[config.mk]
export PLATFORM = sky130hd
export DESIGN_NAME = dns_name_label_parser
export DESIGN_NICKNAME = d
export VERILOG_FILES = /design/src/rtl/core/dnp_pkg.sv /design/src/rtl/core/dnp_step.sv /design/src/rtl/core/dns_name_label_parser.sv
export SDC_FILE = /design/constraint.sdc
export NUM_CORES = 1
export LEC_CHECK = 0
export BUFFER_PORTS_ARGS = -buffer_cell sky130_fd_sc_hd__buf_2
export CAP_MARGIN = 10
export CORE_MARGIN = 2
export CORE_UTILIZATION = 50
export DETAILED_ROUTE_END_ITERATION = 10
export PLACE_DENSITY_LB_ADDON = 0.3
export SLEW_MARGIN = 20
export SYNTH_ARGS = -nofsm -noshare
export SYNTH_HDL_FRONTEND = slang
export SYNTH_HIERARCHICAL = 1
export SYNTH_SLANG_ARGS = --single-unit
export TNS_END_PERCENT = 5
[constraint.sdc]
create_clock -name i_clk -period 7.1 [get_ports i_clk]
set_clock_uncertainty 0.15 [all_clocks]
set_input_delay 1.42 -clock i_clk [delete_from_list [all_inputs] [get_ports i_clk]]
set_output_delay 1.42 -clock i_clk [all_outputs]
set_load 0.05 [all_outputs]
[src/rtl/core/dnp_pkg.sv]
`timescale 1ns / 1ps
// Shared types and constants for the DNS name label parser.
// No dependencies.
package dnp_pkg;

    typedef enum logic [2:0] {
        PH_SKIP = 3'b001,
        PH_NAME = 3'b010,
        PH_DONE = 3'b100
    } t_phase;

    typedef enum logic [1:0] {
        K_NONE = 2'd0,
        K_CHAR = 2'd1,
        K_DONE = 2'd2,
        K_ERR  = 2'd3
    } t_kind;

    typedef enum logic [2:0] {
        E_NONE       = 3'd0,
        E_POINTER    = 3'd1,
        E_LABEL_LONG = 3'd2,
        E_TRUNCATED  = 3'd3,
        E_NO_ROOM    = 3'd4,
        E_BAD_CHAR   = 3'd5,
        E_NAME_LONG  = 3'd6
    } t_err;

    localparam logic [1:0] REG_HEADER_SKIP = 2'd0;
    localparam logic [1:0] REG_NAME_ROOM   = 2'd1;

    localparam logic [8:0]  HEADER_SKIP_RST = 9'd12;
    localparam logic [10:0] NAME_ROOM_RST   = 11'd254;

    localparam logic [7:0] PTR_MASK  = 8'hC0;
    localparam logic [7:0] MAX_LABEL = 8'd63;
    localparam logic [8:0] BYTE_SAT  = 9'd511;
    localparam logic [7:0] CH_DOT    = 8'h2E;

    // Per-packet control state (text count lives apart, its width is parameterized)
    typedef struct packed {
        t_phase      phase;
        logic [8:0]  skip_count;
        logic [5:0]  label_left;
        logic [8:0]  byte_count;
    } t_ctl;

    typedef struct packed {
        t_kind       kind;
        logic [7:0]  text_char;
        logic [8:0]  consumed_length;
        logic [7:0]  name_length;
        t_err        error_code;
    } t_result;

endpackage

[src/rtl/core/dnp_step.sv]
`timescale 1ns / 1ps
// Per-byte decode: next packet state and the result for one input byte.
// Depends on dnp_pkg.
module dnp_step #(
    parameter int TC_W     = 8,
    parameter int MAX_NAME = 253
) (
    input  dnp_pkg::t_ctl    i_ctl,
    input  logic [TC_W-1:0]  i_text_count,
    input  logic [8:0]       i_header_skip,
    input  logic [10:0]      i_name_room,
    input  logic [7:0]       i_data_byte,
    input  logic             i_last_byte,
    output dnp_pkg::t_ctl    o_ctl,
    output logic [TC_W-1:0]  o_text_count,
    output dnp_pkg::t_result o_res
);
    import dnp_pkg::*;

    localparam int NEED_W = TC_W + 2;
    localparam int CMP_W  = (NEED_W > 11) ? NEED_W : 11;

    function automatic logic char_ok(input logic [7:0] c);
        // a-z, A-Z, 0-9, '-', '_'
        return (c >= 8'h61 && c <= 8'h7A) || (c >= 8'h41 && c <= 8'h5A) ||
               (c >= 8'h30 && c <= 8'h39) || c == 8'h2D || c == 8'h5F;
    endfunction

    function automatic logic [7:0] sat_len(input logic [TC_W-1:0] v);
        if ({1'b0, v} > (TC_W+1)'(255))
            return 8'hFF;
        return 8'(v);
    endfunction

    logic             w_enter;
    logic [8:0]       w_bc_inc;
    logic [TC_W-1:0]  w_tc_inc;
    logic [CMP_W-1:0] w_need;

    assign w_bc_inc = (i_ctl.byte_count < BYTE_SAT) ? i_ctl.byte_count + 9'd1
                                                     : i_ctl.byte_count;
    assign w_tc_inc = i_text_count + TC_W'(1);
    assign w_need   = CMP_W'(i_text_count) + CMP_W'(i_text_count != '0) + CMP_W'(i_data_byte);

    always_comb begin
        o_ctl        = i_ctl;
        o_text_count = i_text_count;
        o_res        = '{K_NONE, 8'd0, 9'd0, 8'd0, E_NONE};
        w_enter      = 1'b0;

        case (i_ctl.phase)
            PH_SKIP: begin
                if (i_ctl.skip_count < i_header_skip) begin
                    o_ctl.skip_count = i_ctl.skip_count + 9'd1;
                    if (i_last_byte) begin
                        if (i_name_room == 11'd0) begin
                            o_res.kind       = K_ERR;
                            o_res.error_code = E_NO_ROOM;
                        end else begin
                            o_res.kind = K_DONE;
                        end
                    end
                end else begin
                    w_enter = 1'b1;
                end
            end
            PH_NAME: w_enter = 1'b1;
            default: ;
        endcase

        if (w_enter) begin
            o_ctl.phase      = PH_NAME;
            o_ctl.byte_count = w_bc_inc;
            if (i_ctl.label_left == 6'd0) begin
                // length byte
                if (i_name_room == 11'd0) begin
                    o_res.kind       = K_ERR;
                    o_res.error_code = E_NO_ROOM;
                end else if ((i_data_byte & PTR_MASK) == PTR_MASK) begin
                    o_res.kind       = K_ERR;
                    o_res.error_code = E_POINTER;
                end else if (i_data_byte == 8'd0) begin
                    o_res.kind            = K_DONE;
                    o_res.consumed_length = w_bc_inc;
                    o_res.name_length     = sat_len(i_text_count);
                end else if (i_data_byte > MAX_LABEL) begin
                    o_res.kind       = K_ERR;
                    o_res.error_code = E_LABEL_LONG;
                end else if (i_last_byte) begin
                    o_res.kind       = K_ERR;
                    o_res.error_code = E_TRUNCATED;
                end else if (w_need >= CMP_W'(i_name_room)) begin
                    o_res.kind       = K_ERR;
                    o_res.error_code = E_NO_ROOM;
                end else begin
                    if (i_text_count != '0) begin
                        o_res.kind      = K_CHAR;
                        o_res.text_char = CH_DOT;
                        o_text_count    = w_tc_inc;
                    end
                    o_ctl.label_left = i_data_byte[5:0];
                end
            end else begin
                // label character
                if (i_last_byte && i_ctl.label_left > 6'd1) begin
                    o_res.kind       = K_ERR;
                    o_res.error_code = E_TRUNCATED;
                end else if (!char_ok(i_data_byte)) begin
                    o_res.kind       = K_ERR;
                    o_res.error_code = E_BAD_CHAR;
                end else if ({1'b0, i_text_count} + (TC_W+1)'(1) > (TC_W+1)'(MAX_NAME)) begin
                    o_res.kind       = K_ERR;
                    o_res.error_code = E_NAME_LONG;
                end else begin
                    o_text_count     = w_tc_inc;
                    o_ctl.label_left = i_ctl.label_left - 6'd1;
                    o_res.text_char  = i_data_byte;
                    if (i_last_byte) begin
                        o_res.kind            = K_DONE;
                        o_res.consumed_length = w_bc_inc;
                        o_res.name_length     = sat_len(w_tc_inc);
                    end else begin
                        o_res.kind = K_CHAR;
                    end
                end
            end
        end

        if (o_res.kind == K_DONE || o_res.kind == K_ERR)
            o_ctl.phase = PH_DONE;

        if (i_last_byte) begin
            o_ctl        = '{PH_SKIP, 9'd0, 6'd0, 9'd0};
            o_text_count = '0;
        end
    end

endmodule

[src/rtl/core/dns_name_label_parser.sv]
`timescale 1ns / 1ps
// DNS name label parser: skips a packet header and decodes length-prefixed
// labels into dotted text, one packet byte per transaction.
// Usage:
//   Input channel (i_valid / o_stall) carries one packet byte and a last flag.
//   Output channel (o_valid / i_stall) carries exactly one result per byte:
//   nothing, a text character, done (with lengths) or an error code.
//   Config channel (i_cfg_valid / o_cfg_ready, always ready) writes
//   header_skip (index 0) and name_room (index 1); write only while idle.
// Output: each result is registered in the output register or, if stalled, the skid entry.
// Throughput: one byte per cycle while o_stall is low, set by the single
//   decode stage between the packet state and output registers.
// Stall: an output register plus one skid entry; while the skid entry is
//   occupied o_stall is high, so up to two results are buffered.
// Reset (synchronous, active low): header_skip = 12, name_room = 254, packet
//   state back to header skipping, output and skid empty.
// Depends on dnp_pkg and dnp_step.
module dns_name_label_parser #(
    parameter int MAX_NAME = 253
) (
    input  logic        i_clk,
    input  logic        i_rst_n,
    // byte input
    input  logic        i_valid,
    output logic        o_stall,
    input  logic [7:0]  i_data_byte,
    input  logic        i_last_byte,
    // result output
    output logic        o_valid,
    input  logic        i_stall,
    output logic [1:0]  o_kind,
    output logic [7:0]  o_text_char,
    output logic [8:0]  o_consumed_length,
    output logic [7:0]  o_name_length,
    output logic [2:0]  o_error_code,
    // config writes
    input  logic        i_cfg_valid,
    output logic        o_cfg_ready,
    input  logic [1:0]  i_cfg_index,
    input  logic [10:0] i_cfg_data
);
    import dnp_pkg::*;

    // text count reaches MAX_NAME + 1 at most (a dot may follow a full name)
    localparam int TC_W = $clog2(MAX_NAME + 2);

    t_ctl            r_ctl;
    logic [TC_W-1:0] r_text_count;
    logic [8:0]      r_header_skip;
    logic [10:0]     r_name_room;

    t_ctl            n_ctl;
    logic [TC_W-1:0] n_text_count;
    t_result         w_res;

    logic            r_out_valid;
    t_result         r_out;
    logic            r_skid_valid;
    t_result         r_skid;

    logic            w_in_acc;
    logic            w_out_take;

    dnp_step #(
        .TC_W     (TC_W),
        .MAX_NAME (MAX_NAME)
    ) u_step (
        .i_ctl         (r_ctl),
        .i_text_count  (r_text_count),
        .i_header_skip (r_header_skip),
        .i_name_room   (r_name_room),
        .i_data_byte   (i_data_byte),
        .i_last_byte   (i_last_byte),
        .o_ctl         (n_ctl),
        .o_text_count  (n_text_count),
        .o_res         (w_res)
    );

    // skid entry full means the output is stalled with a result behind it
    assign o_stall     = r_skid_valid;
    assign o_cfg_ready = 1'b1;
    assign w_in_acc    = i_valid && !r_skid_valid;
    assign w_out_take  = r_out_valid && !i_stall;

    // packet state and config registers
    always_ff @(posedge i_clk) begin
        if (!i_rst_n) begin
            r_ctl         <= '{PH_SKIP, 9'd0, 6'd0, 9'd0};
            r_text_count  <= '0;
            r_header_skip <= HEADER_SKIP_RST;
            r_name_room   <= NAME_ROOM_RST;
        end else begin
            if (w_in_acc) begin
                r_ctl        <= n_ctl;
                r_text_count <= n_text_count;
            end
            if (i_cfg_valid) begin
                case (i_cfg_index)
                    REG_HEADER_SKIP: r_header_skip <= i_cfg_data[8:0];
                    REG_NAME_ROOM:   r_name_room   <= i_cfg_data;
                    default: ;
                endcase
            end
        end
    end

    // output register / skid valid bits
    always_ff @(posedge i_clk) begin
        if (!i_rst_n) begin
            r_out_valid  <= 1'b0;
            r_skid_valid <= 1'b0;
        end else begin
            if (r_skid_valid) begin
                if (w_out_take)
                    r_skid_valid <= 1'b0;
            end else if (w_in_acc) begin
                r_out_valid <= 1'b1;
                if (r_out_valid && !w_out_take)
                    r_skid_valid <= 1'b1;
            end else if (w_out_take) begin
                r_out_valid <= 1'b0;
            end
        end
    end

    // result payloads
    always_ff @(posedge i_clk) begin
        if (r_skid_valid && w_out_take)
            r_out <= r_skid;
        else if (w_in_acc && (!r_out_valid || w_out_take))
            r_out <= w_res;
        if (w_in_acc && r_out_valid && !w_out_take)
            r_skid <= w_res;
    end

    assign o_valid           = r_out_valid;
    assign o_kind            = r_out.kind;
    assign o_text_char       = r_out.text_char;
    assign o_consumed_length = r_out.consumed_length;
    assign o_name_length     = r_out.name_length;
    assign o_error_code      = r_out.error_code;

endmodule

# Word-level counts from Yosys, hierarchy flattened
# Cells that the tools add are included.
# Widths: inputs -> output; s select.
# totals
ramBits,0
in_bits,27
regBits,117
mem_bits_ro,0
out_inout_bits,33
latchBits,0
n_memories,0
# classes
muxes,79
bitwise_logic,1
div,0
n_mul,0
n_shift,0
n_addsub,7
reduce_logical,41
magnitude_cmp,12
eq_ne,16
# op_table
op,count
$mux 8,16
$mux 25,5
$mux 30,4
$mux 6,9
$mux 3,15
$mux 17,2
$mux 27,1
$mux 9,3
$mux 2,13
$add 9x1->9 const B,2
$ne 3x3->1 const B,6
$ge 8x7->1 const B,2
$le 8x7->1 const B,2
$mux 15,1
$add 11x8->11,1
$ge 11x11->1,1
$logic_and 1x1->1,11
$logic_not 11->1,1
$reduce_and 11->1,1
$mux 10,1
$reduce_and 10->1,1
$reduce_and 2->1,5
$reduce_bool 2->1,5
$add 8x1->9,1
other kinds (28),47

# Logic depth before layout (Yosys ltp)
# logic_depth
depth_word,18
mapped_depth,25

# Modules after synthesis
# The synthesis kept the hierarchy.
# by_module_without_submodules
module,area_per_inst_um2,seq_area_each_um2,instances,cells_each
dns_name_label_parser,4276.6,2942.8,1,349
dnp_step,2616.3,0.0,1,400

# Worst setup path before layout
# OpenSTA, ideal clock, no wires.
# synth_timing
path_type,in2reg
start,input i_data_byte[0]
end,"register r_out (netlist bit o_kind[0]), data pin"
path_slack_ns,1.809
setup_ns,0.260
path_buffers,0
arrival_ns,4.881
path_stages,17
required_ns,6.690
path_cell_list,fa_1 > fa_1 > a21o_1 > a21oi_1 > o21bai_1 > a21oi_1 > nor2b_1 > o21ai_0 > nand2b_1 > ha_1 > a211oi_1 > o21ai_0 > o211ai_1 > nand4_1 > a2111oi_0 > o32ai_1 > mux2_2
# synth_lines
item,line_no,source
start: declaration,dns_name_label_parser.sv:26,"input logic [7:0] i_data_byte,"
end signal: assignment,dns_name_label_parser.sv:129,r_out <= r_skid;
end signal: assignment,dns_name_label_parser.sv:131,r_out <= w_res;
end: declaration,dns_name_label_parser.sv:57,t_result r_out;

==> impl_metrics.json <==
{
  "status": "finished clean",
  "p_leak_uw": 0.00308,
  "criticalPathCategory": "reg -> reg",
  "n_antenna_cell": 0,
  "synthTopCellsByArea": "edfxtp_1, dfxtp_1, nand2_1",
  "clock_sinks": 117,
  "grt_pass1_vias": 5386,
  "synth_top_area_share_pct": 26.1,
  "synth_top_area_cell": "edfxtp_1",
  "setup_violations": 0,
  "timing.final.crit_share_pct": 84.6,
  "core_um2": 13300,
  "portBuffers": 58,
  "finalHoldViolations": 0,
  "powerDensity_nw_per_um2": 220,
  "dieWidth_um": 121,
  "grt_max_degree": 67,
  "synth.avg_cell_area_um2": 9.20,
  "tritoncts": "yes",
  "yosysMostFrequentCell": "nand2_1",
  "fmax_ghz": 0.167,
  "tightest_slew_ns": 0.822,
  "drt-total-wl_um": 16300,
  "wirelength_met1_um": 7180,
  "hpwl_um": 10700,
  "initial_core_util_pct": 51.6,
  "cts-buffers-inserted": 17,
  "worstSetupEndpointType": "flop",
  "cts.clk_slew.worst_paths_ns": 0.06,
  "vias": 5699,
  "antenna_found_initial": 0,
  "cap_viol_max_count": 0,
  "crit_required_ns": 7.24,
  "cts-hold-fix-buffers": 0,
  "synth-seq-area-share_pct": 42.7,
  "synth_area_um2": 6890,
  "drcViolationCount": 0,
  "first_pass_iters": 5,
  "ys_ff_latch": 117,
  "fill_cells": 1191,
  "viasPerCell": 5.80,
  "period_needed_ns": 6.00,
  "fin_nets": 853,
  "wl_per_cell_um": 16.6,
  "grt_setup_unrepaired": "no",
  "synth-edff-count": 60,
  "routed-wl-met2_um": 7890,
  "syn-instance-count": 749,
  "dieArea_um2": 14700,
  "final_cells": 983,
  "clock-root-buffer": "clkbuf_16",
  "setup_tns_ns": 0,
  "cts-resized-gates": 0,
  "grt-ovfl-total": 0,
  "fin_util_pct": 58.8,
  "area_delta_synth_final_pct": 13.9,
  "grt.total_usage_pct": 23.2,
  "p_total_uw": 1730,
  "place_congestion": 0.897,
  "first_iter_violations": 523,
  "ys_async_sr_fraction_pct": 0,
  "cts_setup_buffers": 0,
  "worstPathArrival_ns": 6.14,
  "startpoint_type": "flop",
  "ir_drop_mv": 0.172,
  "top_layer": "met4",
  "dpl.cell_count": 950,
  "crit_fanout": 9,
  "worstHoldPathType": "reg -> reg",
  "final-max-slew-violation-count": 0,
  "ys_top_cells_by_count": "nand2_1, edfxtp_1, nor2_1",
  "cts_max_path_buffers": 2,
  "met3_length_um": 964,
  "cts_max_level": 4,
  "drive_above_1_share_pct": 18.5,
  "die_height_um": 121,
  "clk_latency_ns": 0.42,
  "synth_nets": 808,
  "grt_pass1_wl_um": 26700,
  "yosys_warnings": 6,
  "final_antenna_net_count": 0,
  "synth-main-ff-cell": "edfxtp_1",
  "slew_headroom_pct": 45.2,
  "rows": 42,
  "yosysUniqueCellTypes": 81,
  "pin_count": 60
}
-- state kept, by name, indices dropped and copies added (netlist names) --
register	cells
r_skid	30
r_ctl	27
r_name_room	11
o_consumed_length	9
r_header_skip	9
o_name_length	8
o_text_char	8
r_text_count	8
o_error_code	3
o_kind	2
o_stall	1
o_valid	1
-- cell usage in the layout (no fill, tap or decap), types with 5 or more instances in the layout --
cell type / count
nand3_1: 40
nor2_1: 58
inv_1: 33
nand2_1: 133
nand2b_1: 5
mux2_2: 30
nor3_1: 14
o21a_1: 7
a211oi_1: 6
dfxtp_1: 57
xor2_1: 14
buf_2: 58
clkbuf_16: 17
a21oi_1: 31
xnor2_1: 19
a21o_1: 5
or3_1: 6
and2_1: 6
buf_4: 6
a21boi_1: 29
edfxtp_1: 60
nand4_1: 9
ha_1: 30
a21boi_0: 8
o21ai_0: 18
nor4_1: 5
-- path summary, 6_finish.rpt --
path / end / from / cells past startpoint / slack [ns]
max: o_text_char[5]$_DFFE_PP_ / r_text_count[0]$_SDFFE_PN0P_ / 23 / 1.10
min reg2reg: r_header_skip[1]$_SDFFE_PN0P_ / r_header_skip[1]$_SDFFE_PN0P_ / 2 / 0.30
max reg2reg: o_text_char[5]$_DFFE_PP_ / r_text_count[0]$_SDFFE_PN0P_ / 23 / 1.10
min: r_header_skip[1]$_SDFFE_PN0P_ / r_header_skip[1]$_SDFFE_PN0P_ / 2 / 0.30
-- per-stage QoR --
step           setup WS (ns)  instance area, µm²  hold slack [ns]
5_1_grt                0.742                7850            0.315
3_5_place_dp            1.10                7260            0.293
6_report                1.10                7850            0.302
2_1_floorplan           1.81                6890            0.280
4_1_cts                 1.26                7830            0.301
3_3_place_gp            1.32                7260            0.298
-- power by group --
group          total [µW]  switching (µW)  internal (µW)
Clock                 824             310            513
Combinational         166             121           45.0
Sequential            741            9.73            731
-- layout make-up --
cell class,count,area [µm²],share of cell area (%)
well taps,176,220,2.80
clock inverters,13,135,1.72
flip-flops and latches,117,2940,37.5
repair buffers,65,355,4.53
inverters,33,124,1.58
clock buffers,19,433,5.51
multi-input cells,560,3640,46.4
-- metal layers --
metal / track usage [%] / up-vias
met1: 29.0 / 2727
met4: 8.62 / 0
li1: - / 2747
met5: 0 / -
met3: 4.37 / 18
met2: 39.8 / 207
-- worst max-delay path, stage by stage (launching register included) --
cell and delay, ns:
dfxtp_1 0.43, inv_1 0.17, ha_1 0.22, nor4b_1 0.24, and2_1 0.29, inv_1 0.11
fa_1 0.40, fa_1 0.42, a21o_1 0.20, a21oi_1 0.22, o21bai_1 0.09, a21oi_1 0.25
nor2b_1 0.07, o21ai_0 0.17, nand2b_1 0.09, ha_1 0.32, a211oi_1 0.25, o21ai_0 0.13
o211ai_1 0.27, and4b_1 0.55, nand3_1 0.14, a21oi_1 0.33, o21a_1 0.20, mux2_2 0.16
-- kinds of logic after synthesis --
group | synth area share (%)
buf+inv | 4.66
simple gates | 21.5
mux | 5.05
compound gates | 15.7
other cells | 0.109
flops | 42.7
fa+ha+maj | 6.03
xor+xnor | 4.19
(Power assumes the default switching activity.)
